**src/rtl/core/rosq_pkg.sv**
```systemverilog
// Package for the random order service queue.
// Holds the field widths, request codes, state type and cell control struct.
// No dependencies.
package rosq_pkg;

    localparam int QUEUE_DEPTH_DEF = 16;
    localparam int RAND_BITS_DEF   = 16;

    localparam int ID_W    = 8;
    localparam int WORK_W  = 32;
    localparam int TIME_W  = 48;
    localparam int TOTAL_W = 36;

    localparam logic REQ_ARRIVAL  = 1'b0;
    localparam logic REQ_COMPLETE = 1'b1;

    typedef enum logic [2:0] {
        ST_IDLE,
        ST_UPDATE,
        ST_MUL,
        ST_PICK,
        ST_SEL,
        ST_FIN
    } t_state;

    typedef struct packed {
        logic load;
        logic shift;
    } t_cell_ctrl;

endpackage

```
**src/rtl/core/rosq_if.sv**
```systemverilog
// Valid/ready channel interfaces for the random order service queue.
// Depends on rosq_pkg for the field widths.
interface rosq_in_if #(
    parameter int RAND_W = rosq_pkg::RAND_BITS_DEF
);
    import rosq_pkg::*;

    logic                valid;
    logic                ready;
    logic                req_type;
    logic [ID_W-1:0]     req_id;
    logic [WORK_W-1:0]   work;
    logic [TIME_W-1:0]   now;
    logic [RAND_W-1:0]   rand_value;

    modport source (
        output valid, req_type, req_id, work, now, rand_value,
        input  ready
    );
    modport sink (
        input  valid, req_type, req_id, work, now, rand_value,
        output ready
    );
endinterface

interface rosq_out_if #(
    parameter int LEN_W = $clog2(rosq_pkg::QUEUE_DEPTH_DEF + 1)
);
    import rosq_pkg::*;

    logic                valid;
    logic                ready;
    logic                started;
    logic [ID_W-1:0]     started_id;
    logic [TIME_W-1:0]   finish_time;
    logic [ID_W-1:0]     done_id;
    logic                dropped;
    logic [LEN_W-1:0]    queue_length;
    logic [TOTAL_W-1:0]  work_left;

    modport source (
        output valid, started, started_id, finish_time, done_id, dropped,
               queue_length, work_left,
        input  ready
    );
    modport sink (
        input  valid, started, started_id, finish_time, done_id, dropped,
               queue_length, work_left,
        output ready
    );
endinterface

```
**src/rtl/core/rosq_cell.sv**
```systemverilog
// One storage cell of the queue chain: holds an id and its work size.
// Loads a new entry or takes its upper neighbor's entry when the queue compacts.
// Depends on rosq_pkg.
module rosq_cell (
    input  logic                         i_clk,
    input  rosq_pkg::t_cell_ctrl         i_ctrl,
    input  logic [rosq_pkg::ID_W-1:0]    i_new_id,
    input  logic [rosq_pkg::WORK_W-1:0]  i_new_work,
    input  logic [rosq_pkg::ID_W-1:0]    i_next_id,
    input  logic [rosq_pkg::WORK_W-1:0]  i_next_work,
    output logic [rosq_pkg::ID_W-1:0]    o_id,
    output logic [rosq_pkg::WORK_W-1:0]  o_work
);
    import rosq_pkg::*;

    logic [ID_W-1:0]   r_id;
    logic [WORK_W-1:0] r_work;

    always_ff @(posedge i_clk) begin
        if (i_ctrl.load) begin
            r_id   <= i_new_id;
            r_work <= i_new_work;
        end else if (i_ctrl.shift) begin
            r_id   <= i_next_id;
            r_work <= i_next_work;
        end
    end

    assign o_id   = r_id;
    assign o_work = r_work;

endmodule

```
**src/rtl/core/rosq_pick.sv**
```systemverilog
// Random pick unit: registers rand_value times the entry count, then turns the
// product into the smallest index whose fraction covers the random value.
// Depends on rosq_pkg.
module rosq_pick #(
    parameter int QUEUE_DEPTH = rosq_pkg::QUEUE_DEPTH_DEF,
    parameter int RAND_BITS   = rosq_pkg::RAND_BITS_DEF,
    localparam int IDX_W = $clog2(QUEUE_DEPTH),
    localparam int LEN_W = $clog2(QUEUE_DEPTH + 1)
) (
    input  logic                 i_clk,
    input  logic                 i_en,
    input  logic [RAND_BITS-1:0] i_rand,
    input  logic [LEN_W-1:0]     i_count,
    output logic [IDX_W-1:0]     o_index
);
    import rosq_pkg::*;

    localparam int PROD_W = RAND_BITS + LEN_W;

    logic [PROD_W-1:0] r_prod;
    logic [LEN_W:0]    w_ceil;
    logic [LEN_W:0]    w_idx;
    logic [LEN_W:0]    w_last;

    always_ff @(posedge i_clk) begin
        if (i_en) begin
            r_prod <= PROD_W'(i_rand) * PROD_W'(i_count);
        end
    end

    always_comb begin
        w_ceil = (LEN_W + 1)'(r_prod[PROD_W-1:RAND_BITS])
               + (LEN_W + 1)'(|r_prod[RAND_BITS-1:0]);
        w_idx  = (w_ceil == '0) ? '0 : w_ceil - (LEN_W + 1)'(1);
        w_last = (LEN_W + 1)'(i_count) - (LEN_W + 1)'(1);
        if (w_idx > w_last) begin
            w_idx = w_last;
        end
        o_index = w_idx[IDX_W-1:0];
    end

endmodule

```
**src/rtl/core/random_order_service_queue.sv**
```systemverilog
// Random order service queue: one result word per event word. A sequencer walks
// one event through the cell chain and the pick unit in the steps update,
// multiply, pick, select and finish; a new event word is taken only once the
// previous one has finished and its result has been registered for output.
// Reset clears the entry count, serving index, start time, work sum and the
// output valid; cell contents stay undefined until written.
module random_order_service_queue #(
    parameter int QUEUE_DEPTH = rosq_pkg::QUEUE_DEPTH_DEF,
    parameter int RAND_BITS   = rosq_pkg::RAND_BITS_DEF
) (
    input  logic              i_clk,
    input  logic              i_rst_n,
    rosq_in_if.sink           i_req,
    rosq_out_if.source        o_res
);
    import rosq_pkg::*;

    localparam int IDX_W = $clog2(QUEUE_DEPTH);
    localparam int LEN_W = $clog2(QUEUE_DEPTH + 1);

    t_state r_state;
    t_state n_state;

    logic                 r_type;
    logic [ID_W-1:0]      r_id;
    logic [WORK_W-1:0]    r_work;
    logic [TIME_W-1:0]    r_now;
    logic [RAND_BITS-1:0] r_rand;

    logic [LEN_W-1:0]     r_count;
    logic [IDX_W-1:0]     r_serving;
    logic [TIME_W-1:0]    r_service_start;
    logic [TOTAL_W-1:0]   r_total;

    logic                 r_started;
    logic                 r_dropped;
    logic [ID_W-1:0]      r_done_id;
    logic [ID_W-1:0]      r_sel_id;
    logic [WORK_W-1:0]    r_sel_work;
    logic [TIME_W-1:0]    r_elapsed;

    logic                 r_out_valid;
    logic                 r_o_started;
    logic [ID_W-1:0]      r_o_started_id;
    logic [TIME_W-1:0]    r_o_finish;
    logic [ID_W-1:0]      r_o_done_id;
    logic                 r_o_dropped;
    logic [LEN_W-1:0]     r_o_length;
    logic [TOTAL_W-1:0]   r_o_work_left;

    logic w_accept;
    logic w_upd_en;
    logic w_mul_en;
    logic w_pick_en;
    logic w_sel_en;
    logic w_fin_en;
    logic w_out_free;

    logic [ID_W-1:0]    w_ids   [QUEUE_DEPTH];
    logic [WORK_W-1:0]  w_works [QUEUE_DEPTH];
    t_cell_ctrl         w_ctrl  [QUEUE_DEPTH];

    logic [IDX_W-1:0]   w_victim;
    logic [IDX_W-1:0]   w_sel_addr;
    logic [ID_W-1:0]    w_rd_id;
    logic [WORK_W-1:0]  w_rd_work;
    logic [IDX_W-1:0]   w_pick_idx;
    logic               w_full;
    logic [TOTAL_W-1:0] w_work_left;

    assign w_out_free = !r_out_valid || o_res.ready;
    assign w_accept   = i_req.valid && i_req.ready;

    always_comb begin
        n_state = r_state;
        unique case (r_state)
            ST_IDLE:   if (i_req.valid) n_state = ST_UPDATE;
            ST_UPDATE: n_state = ST_MUL;
            ST_MUL:    n_state = ST_PICK;
            ST_PICK:   n_state = ST_SEL;
            ST_SEL:    n_state = ST_FIN;
            ST_FIN:    if (w_out_free) n_state = ST_IDLE;
            default:   n_state = ST_IDLE;
        endcase
    end

    always_comb begin
        i_req.ready = 1'b0;
        w_upd_en    = 1'b0;
        w_mul_en    = 1'b0;
        w_pick_en   = 1'b0;
        w_sel_en    = 1'b0;
        w_fin_en    = 1'b0;
        unique case (r_state)
            ST_IDLE:   i_req.ready = 1'b1;
            ST_UPDATE: w_upd_en    = 1'b1;
            ST_MUL:    w_mul_en    = 1'b1;
            ST_PICK:   w_pick_en   = 1'b1;
            ST_SEL:    w_sel_en    = 1'b1;
            ST_FIN:    w_fin_en    = w_out_free;
            default:   i_req.ready = 1'b0;
        endcase
    end

    always_ff @(posedge i_clk) begin
        if (!i_rst_n) begin
            r_state <= ST_IDLE;
        end else begin
            r_state <= n_state;
        end
    end

    always_ff @(posedge i_clk) begin
        if (w_accept) begin
            r_type <= i_req.req_type;
            r_id   <= i_req.req_id;
            r_work <= i_req.work;
            r_now  <= i_req.now;
            r_rand <= i_req.rand_value;
        end
    end

    // The entry in service; a stale index falls back to the last entry.
    always_comb begin
        w_full = (r_count == LEN_W'(QUEUE_DEPTH));
        if (LEN_W'(r_serving) >= r_count) begin
            w_victim = IDX_W'(r_count - LEN_W'(1));
        end else begin
            w_victim = r_serving;
        end
        w_sel_addr = w_upd_en ? w_victim : r_serving;
        w_rd_id    = w_ids[w_sel_addr];
        w_rd_work  = w_works[w_sel_addr];
    end

    for (genvar j = 0; j < QUEUE_DEPTH; j++) begin : g_cell
        logic [ID_W-1:0]   w_next_id;
        logic [WORK_W-1:0] w_next_work;

        if (j == QUEUE_DEPTH - 1) begin : g_top
            assign w_next_id   = '0;
            assign w_next_work = '0;
        end else begin : g_mid
            assign w_next_id   = w_ids[j+1];
            assign w_next_work = w_works[j+1];
        end

        always_comb begin
            w_ctrl[j].load  = w_upd_en && (r_type == REQ_ARRIVAL) && !w_full
                              && (r_count == LEN_W'(j));
            w_ctrl[j].shift = w_upd_en && (r_type == REQ_COMPLETE)
                              && (r_count != '0)
                              && (LEN_W'(j) >= LEN_W'(w_victim))
                              && (LEN_W'(j + 1) < r_count);
        end

        rosq_cell u_cell (
            .i_clk       (i_clk),
            .i_ctrl      (w_ctrl[j]),
            .i_new_id    (r_id),
            .i_new_work  (r_work),
            .i_next_id   (w_next_id),
            .i_next_work (w_next_work),
            .o_id        (w_ids[j]),
            .o_work      (w_works[j])
        );
    end

    rosq_pick #(
        .QUEUE_DEPTH (QUEUE_DEPTH),
        .RAND_BITS   (RAND_BITS)
    ) u_pick (
        .i_clk   (i_clk),
        .i_en    (w_mul_en),
        .i_rand  (r_rand),
        .i_count (r_count),
        .o_index (w_pick_idx)
    );

    always_ff @(posedge i_clk) begin
        if (!i_rst_n) begin
            r_count         <= '0;
            r_serving       <= '0;
            r_service_start <= '0;
            r_total         <= '0;
        end else if (w_upd_en) begin
            if (r_type == REQ_ARRIVAL) begin
                if (!w_full) begin
                    r_count <= r_count + LEN_W'(1);
                    r_total <= r_total + TOTAL_W'(r_work);
                    if (r_count == '0) begin
                        r_serving       <= '0;
                        r_service_start <= r_now;
                    end
                end
            end else if (r_count != '0) begin
                r_count <= r_count - LEN_W'(1);
                r_total <= r_total - TOTAL_W'(w_rd_work);
                if (r_count != LEN_W'(1)) begin
                    r_service_start <= r_now;
                end
            end
        end else if (w_pick_en && r_started && (r_type == REQ_COMPLETE)) begin
            r_serving <= w_pick_idx;
        end
    end

    always_ff @(posedge i_clk) begin
        if (w_upd_en) begin
            r_started <= 1'b0;
            r_dropped <= 1'b0;
            r_done_id <= '0;
            if (r_type == REQ_ARRIVAL) begin
                r_dropped <= w_full;
                r_started <= (r_count == '0);
            end else if (r_count != '0) begin
                r_done_id <= w_rd_id;
                r_started <= (r_count != LEN_W'(1));
            end
        end
        if (w_sel_en) begin
            r_sel_id   <= w_rd_id;
            r_sel_work <= w_rd_work;
            r_elapsed  <= r_now - r_service_start;
        end
    end

    always_comb begin
        if (r_elapsed >= TIME_W'(r_total)) begin
            w_work_left = '0;
        end else begin
            w_work_left = r_total - r_elapsed[TOTAL_W-1:0];
        end
    end

    always_ff @(posedge i_clk) begin
        if (!i_rst_n) begin
            r_out_valid <= 1'b0;
        end else if (w_fin_en) begin
            r_out_valid <= 1'b1;
        end else if (o_res.ready) begin
            r_out_valid <= 1'b0;
        end
    end

    always_ff @(posedge i_clk) begin
        if (w_fin_en) begin
            r_o_started    <= r_started;
            r_o_started_id <= r_started ? r_sel_id : '0;
            r_o_finish     <= r_started ? (r_now + TIME_W'(r_sel_work)) : '0;
            r_o_done_id    <= r_done_id;
            r_o_dropped    <= r_dropped;
            r_o_length     <= r_count;
            r_o_work_left  <= w_work_left;
        end
    end

    assign o_res.valid        = r_out_valid;
    assign o_res.started      = r_o_started;
    assign o_res.started_id   = r_o_started_id;
    assign o_res.finish_time  = r_o_finish;
    assign o_res.done_id      = r_o_done_id;
    assign o_res.dropped      = r_o_dropped;
    assign o_res.queue_length = r_o_length;
    assign o_res.work_left    = r_o_work_left;

endmodule

```
**src/flat_wrapper.sv**
```systemverilog
// flat-port wrapper written by rule: the top's interface ports become plain ports
module random_order_service_queue_flat import rosq_pkg::*;
#(
    parameter int QUEUE_DEPTH = rosq_pkg::QUEUE_DEPTH_DEF,
    parameter int RAND_BITS   = rosq_pkg::RAND_BITS_DEF
)
  (i_clk, i_rst_n, i_req_valid, i_req_req_type, i_req_req_id, i_req_work, i_req_now, i_req_rand_value, i_req_ready, o_res_valid, o_res_started, o_res_started_id, o_res_finish_time, o_res_done_id, o_res_dropped, o_res_queue_length, o_res_work_left, o_res_ready);
  rosq_in_if i_req_i ();
  rosq_out_if o_res_i ();
  input  logic i_clk;
  input  logic i_rst_n;
  input wire logic [$bits(i_req_i.valid)-1:0] i_req_valid;
  input wire logic [$bits(i_req_i.req_type)-1:0] i_req_req_type;
  input wire logic [$bits(i_req_i.req_id)-1:0] i_req_req_id;
  input wire logic [$bits(i_req_i.work)-1:0] i_req_work;
  input wire logic [$bits(i_req_i.now)-1:0] i_req_now;
  input wire logic [$bits(i_req_i.rand_value)-1:0] i_req_rand_value;
  output wire logic [$bits(i_req_i.ready)-1:0] i_req_ready;
  output wire logic [$bits(o_res_i.valid)-1:0] o_res_valid;
  output wire logic [$bits(o_res_i.started)-1:0] o_res_started;
  output wire logic [$bits(o_res_i.started_id)-1:0] o_res_started_id;
  output wire logic [$bits(o_res_i.finish_time)-1:0] o_res_finish_time;
  output wire logic [$bits(o_res_i.done_id)-1:0] o_res_done_id;
  output wire logic [$bits(o_res_i.dropped)-1:0] o_res_dropped;
  output wire logic [$bits(o_res_i.queue_length)-1:0] o_res_queue_length;
  output wire logic [$bits(o_res_i.work_left)-1:0] o_res_work_left;
  input wire logic [$bits(o_res_i.ready)-1:0] o_res_ready;
  assign i_req_i.valid = i_req_valid;
  assign i_req_i.req_type = i_req_req_type;
  assign i_req_i.req_id = i_req_req_id;
  assign i_req_i.work = i_req_work;
  assign i_req_i.now = i_req_now;
  assign i_req_i.rand_value = i_req_rand_value;
  assign i_req_ready = i_req_i.ready;
  assign o_res_valid = o_res_i.valid;
  assign o_res_started = o_res_i.started;
  assign o_res_started_id = o_res_i.started_id;
  assign o_res_finish_time = o_res_i.finish_time;
  assign o_res_done_id = o_res_i.done_id;
  assign o_res_dropped = o_res_i.dropped;
  assign o_res_queue_length = o_res_i.queue_length;
  assign o_res_work_left = o_res_i.work_left;
  assign o_res_i.ready = o_res_ready;
  random_order_service_queue #(.QUEUE_DEPTH(QUEUE_DEPTH), .RAND_BITS(RAND_BITS)) u_core (.i_clk(i_clk), .i_rst_n(i_rst_n), .i_req(i_req_i), .o_res(o_res_i));
endmodule
```
**config.mk**
```make
export PLATFORM = sky130hd
export DESIGN_NAME = random_order_service_queue_flat
export DESIGN_NICKNAME = d
export VERILOG_FILES = /design/src/rtl/core/rosq_pkg.sv /design/src/rtl/core/rosq_if.sv /design/src/rtl/core/rosq_cell.sv /design/src/rtl/core/rosq_pick.sv /design/src/rtl/core/random_order_service_queue.sv /design/src/flat_wrapper.sv
export SDC_FILE = /design/constraint.sdc
export NUM_CORES = 2
export LEC_CHECK = 0
export BUFFER_PORTS_ARGS = -buffer_cell sky130_fd_sc_hd__buf_4
export CORE_MARGIN = 2
export CORE_UTILIZATION = 45
export CTS_CLUSTER_DIAMETER = 100
export DETAILED_ROUTE_END_ITERATION = 16
export PLACE_DENSITY = 0.71
export SLEW_MARGIN = 20
export SYNTH_ARGS = -nofsm -noshare
export SYNTH_HDL_FRONTEND = slang
export SYNTH_SLANG_ARGS = --single-unit
```
**constraint.sdc**
```tcl
create_clock -name i_clk -period 15 [get_ports i_clk]
set_clock_uncertainty 0.2 [all_clocks]
set_input_delay 2.25 -clock i_clk [delete_from_list [all_inputs] [get_ports i_clk]]
set_output_delay 2.25 -clock i_clk [all_outputs]
set_load 0.1 [all_outputs]
```
==> metrics.md <==
| Metric | Value |
|---|---|
| Status | `complete, no violations` |
| RSZ-0062 raised after global routing | `no` |
| Post-synth ARST share | `0%` |
| Max cap viols | `0` |
| Fin crit period | `8.74 ns` |
| Clk sink count | `1068` |
| Max VDD drop | `120 uV` |
| Reg2Reg Depth | `25` |
| Layout cells sized above 1 | `23.0%` |
| Bufs on Longest Clock Path | `3` |
| Min-delay worst type | `register to register` |
| Simple-gate share of the synthesized area | `10.0%` |
| Initial antenna violation count | `6` |
| Compound-Gate Fraction of Synth Area | `10.7%` |
| Post-synth net total | `5604` |
| Slew Viols, Final | `0` |
| Power share of the clock group | `33.4%` |
| Fin util | `50.7%` |
| Die extent in y | `371 microns` |
| Clk Latency, worst-skew pair | `0.76 ns` |
| First-pass GRT wire length | `265 mm` |
| Flops & latches, synth | `1068` |
| Leakage | `25.4 nW` |
| CTS Buf Count | `115` |
| Sw Ratio | `32.5%` |
| DRT iter0 DRCs | `4904` |
| H-tree depth | `3` |
| Grt ovf | `0` |
| Clock transition time at the flip-flop clock pins of the worst setup and hold paths | `0.06 ns` |
| Fin worst setup slack | `6.26 ns` |
| Setup crit end | `u_core.r_total[33]` |
| R2R Path Start | `u_core.r_count[1]` |
| Number of flops mapped to enable cells by yosys | `971` |
| Place WS | `6.42 ns` |
| Sequential fraction of the synthesis area | `51.2%` |
| Max transition margin | `16.2%` |
| First-pass iteration count of the detailed router | `7` |
| Core area | `134000 sq um` |
| I/O Buffers | `217` |
| Crit path arrival time | `9.20 ns` |
| Final Power | `8.55 mW` |
| CTS Root Buffer Type | `clkbuf_16` |
| Global-route usage over all layers | `25.3%` |
| # hold bufs at CTS | `0` |
| Adder and majority gate portion of the synthesized area | `6.33%` |
| CP max-delay cell | `buf_4` |
| IO Pins | `218` |
| Routability congestion estimate | `0.893` |
| Slew @ Worst Pin | `1.26 ns` |
| Antenna-violating nets left | `0` |
| Synthesized instance count | `5215` |
| Starting Density | `45.4%` |
| Main synth FF type | `edfxtp_1` |
| Critical Path RT | `15.45 ns` |
| Grt peak-use layer | `met2` |
| Largest net degree at the start of global routing | `78` |
| Seq pwr share | `41.1%` |
| Final hold violation count | `0` |
| Met1 usage in global routing | `34.1%` |
| Sw Pwr | `2.78 mW` |
| Critical Path Source | `u_core.r_count[1]` |
| Startpoint types | `register` |
| Reg2Reg Setup Slack | `6.26 ns` |
| Die width | `371 microns` |
| Total die area | `138000 sq um` |
| Worst r2r dst | `u_core.r_total[33]` |
| Vias in the first global route | `41.7k` |
| Number of setup violations in the final report | `0` |
| WS Path Type | `register to register` |
| Post-Synthesis Cell Area | `60800 sq um` |
| Largest family of logic cells by synthesized area | `multiplexers` |
| Via density | `6.04` |
| Internal | `5.77 mW` |
| Setup_tns | `0 ns` |
| Yosys warnings | `0` |
| Synth cell types | `89` |
| Final net count | `5668` |
| Max Clk Rate | `114 MHz` |
| Drt total wl | `179 mm` |
| Rows | `134` |
| CP peak stage delay | `0.93 ns` |
| Area growth syn-to-layout | `11.6%` |
| Routed WL per cell | `25.0 microns` |
| Fin crit share | `58.3%` |
| Comb pwr share | `25.5%` |
| Post-DP HPWL | `113 mm` |
| Grt met2 use | `41.0%` |
| Pwr dens | `126 nW/um^2` |
| Synth Area in XOR/XNOR | `2.70%` |
| Setup Buffers After CTS | `0` |
| Final instance area | `67800 sq um` |
| CTS tree | `built` |
| Drc violations | `0` |
| Post-DP Area | `64100 sq um` |
| CTS-repair resized insts | `0` |
| Critical path endpoint category | `register` |
| Mean Syn Cell Area | `11.7 sq um` |
| M3 GR Usage | `4.56%` |
| CP Max Fanout | `69` |
| Routed vias | `43.2k` |
| Multiplexer share of the synthesized area | `15.4%` |
layer usage:
layer  wire [microns]  vias to the layer above
li1                 -                    19400
met1            73900                    21500
met2            83200                     1916
met3            15100                      347
met4             6600                        4
met5               26                        -
per-stage QoR:
stage          cells  hold WS [ns]
2_1_floorplan   5215         0.200
3_3_place_gp    6930         0.218
3_5_place_dp    6930         0.210
4_1_cts         7147         0.230
5_1_grt         7147         0.251
6_report        7148         0.233
final cells by class:
type	count	area, sq um
well taps	1768	2210
flip-flops and latches	1068	31100
repair buffers	296	2220
diodes	1	2.50
fillers	11700	66000
inverters	207	777
multi-input cells	3591	27700
clock inverters	71	656
clock buffers	146	3090
cell usage after synthesis, drive strengths merged (101+ instances only):
| library cell | count | share of area (%) |
|---|---|---|
| edfxtp | 971 | 48 |
| mux2 | 683 | 13 |
| nand2 | 556 | 3.4 |
| a21oi | 263 | 2.2 |
| clkbuf | 259 | 1.6 |
| ha | 234 | 4.8 |
| nor2 | 225 | 1.4 |
| inv | 206 | 1.3 |
| mux2i | 165 | 2.7 |
| o21ai | 143 | 1.2 |
| a211oi | 114 | 1.4 |
| a21o | 112 | 1.4 |
| and2 | 102 | 1.1 |
| xnor2 | 101 | 1.5 |
how the worst min path moves through the flow:
stage	from	endpoint	slack (ns)	depth (start not counted)
3_5_place_dp	u_core.r_done_id[6]	u_core.o_res.done_id[6]	0.21	0
6_report	u_core.r_done_id[6]	u_core.o_res.done_id[6]	0.23	0
2_1_floorplan	u_core.r_done_id[0]	u_core.o_res.done_id[0]	0.20	0
3_3_place_gp	u_core.r_done_id[4]	u_core.o_res.done_id[4]	0.22	0
5_1_grt	u_core.r_done_id[4]	u_core.o_res.done_id[4]	0.25	0
4_1_cts	u_core.r_done_id[6]	u_core.o_res.done_id[6]	0.23	0
critical path: cells and delay by family, from the launching register on:
kind,cells,cell delay [ns]
xor gates and xnor gates,1,0.11
DFF,1,0.31
buffers and inverters,4,2.16
adders and majority gates,2,0.73
muxes,1,0.42
AOI/OAI and AO/OA,15,4.31
and+or+nand+nor,2,0.29
sequential cells by signal, indices dropped and copies added (netlist names), 16 cells and up:
signal                       flops
u_core.r_service_start          48
u_core.u_pick.r_prod            21
u_core.r_now                    48
u_core.o_res.work_left          36
u_core.r_elapsed                48
u_core.g_cell.u_cell.o_work    512
u_core.g_cell.u_cell.o_id      128
u_core.r_rand                   16
u_core.r_sel_work               32
u_core.r_total                  36
u_core.r_work                   32
u_core.o_res.finish_time        48
logic make-up (layout without fill, tap and decap cells):
| group | after synthesis | in the layout |
|---|---|---|
| xor+xnor | 187 | 187 |
| simple gates | 1294 | 1294 |
| buf+inv | 556 | 720 |
| flops | 1068 | 1068 |
| other cells | 0 | 1 |
| compound gates | 982 | 982 |
| fa+ha+maj | 280 | 280 |
| mux | 848 | 848 |
power groups by stage:
stage	logic, mW	registers [mW]	clock network, mW
5_1_grt	2.35	3.53	3.00
6_report	2.18	3.51	2.85
2_1_floorplan	1.51	3.50	0
3_5_place_dp	2.13	3.57	0
4_1_cts	2.15	3.51	2.89
3_3_place_gp	2.11	3.57	0
layout by cell type, fill, tap and decap left out, types with 22 or more instances in the layout:
cell | Yosys | final
edfxtp_1 | 971 | 971
mux2_2 | 678 | 678
nand2_1 | 556 | 547
buf_4 | 16 | 296
a21oi_1 | 262 | 261
ha_1 | 234 | 234
nor2_1 | 223 | 216
inv_1 | 203 | 202
mux2i_1 | 165 | 165
o21ai_0 | 136 | 131
clkbuf_16 | 0 | 118
a211oi_1 | 114 | 114
a21o_1 | 112 | 111
xnor2_1 | 101 | 101
dfxtp_1 | 97 | 97
and2_1 | 101 | 96
and3_1 | 90 | 87
xor2_1 | 86 | 86
nand3_1 | 81 | 79
a31oi_1 | 78 | 78
nor3_1 | 60 | 59
fa_1 | 46 | 46
nand2b_1 | 37 | 37
nand4_1 | 33 | 33
o21a_1 | 32 | 32
nor2b_1 | 27 | 26
clkinv_1 | 1 | 25
clkbuf_1 | 259 | 25
a22o_1 | 24 | 24
a31o_2 | 22 | 22
No activity file was read; power rests on OpenSTA's default activity.
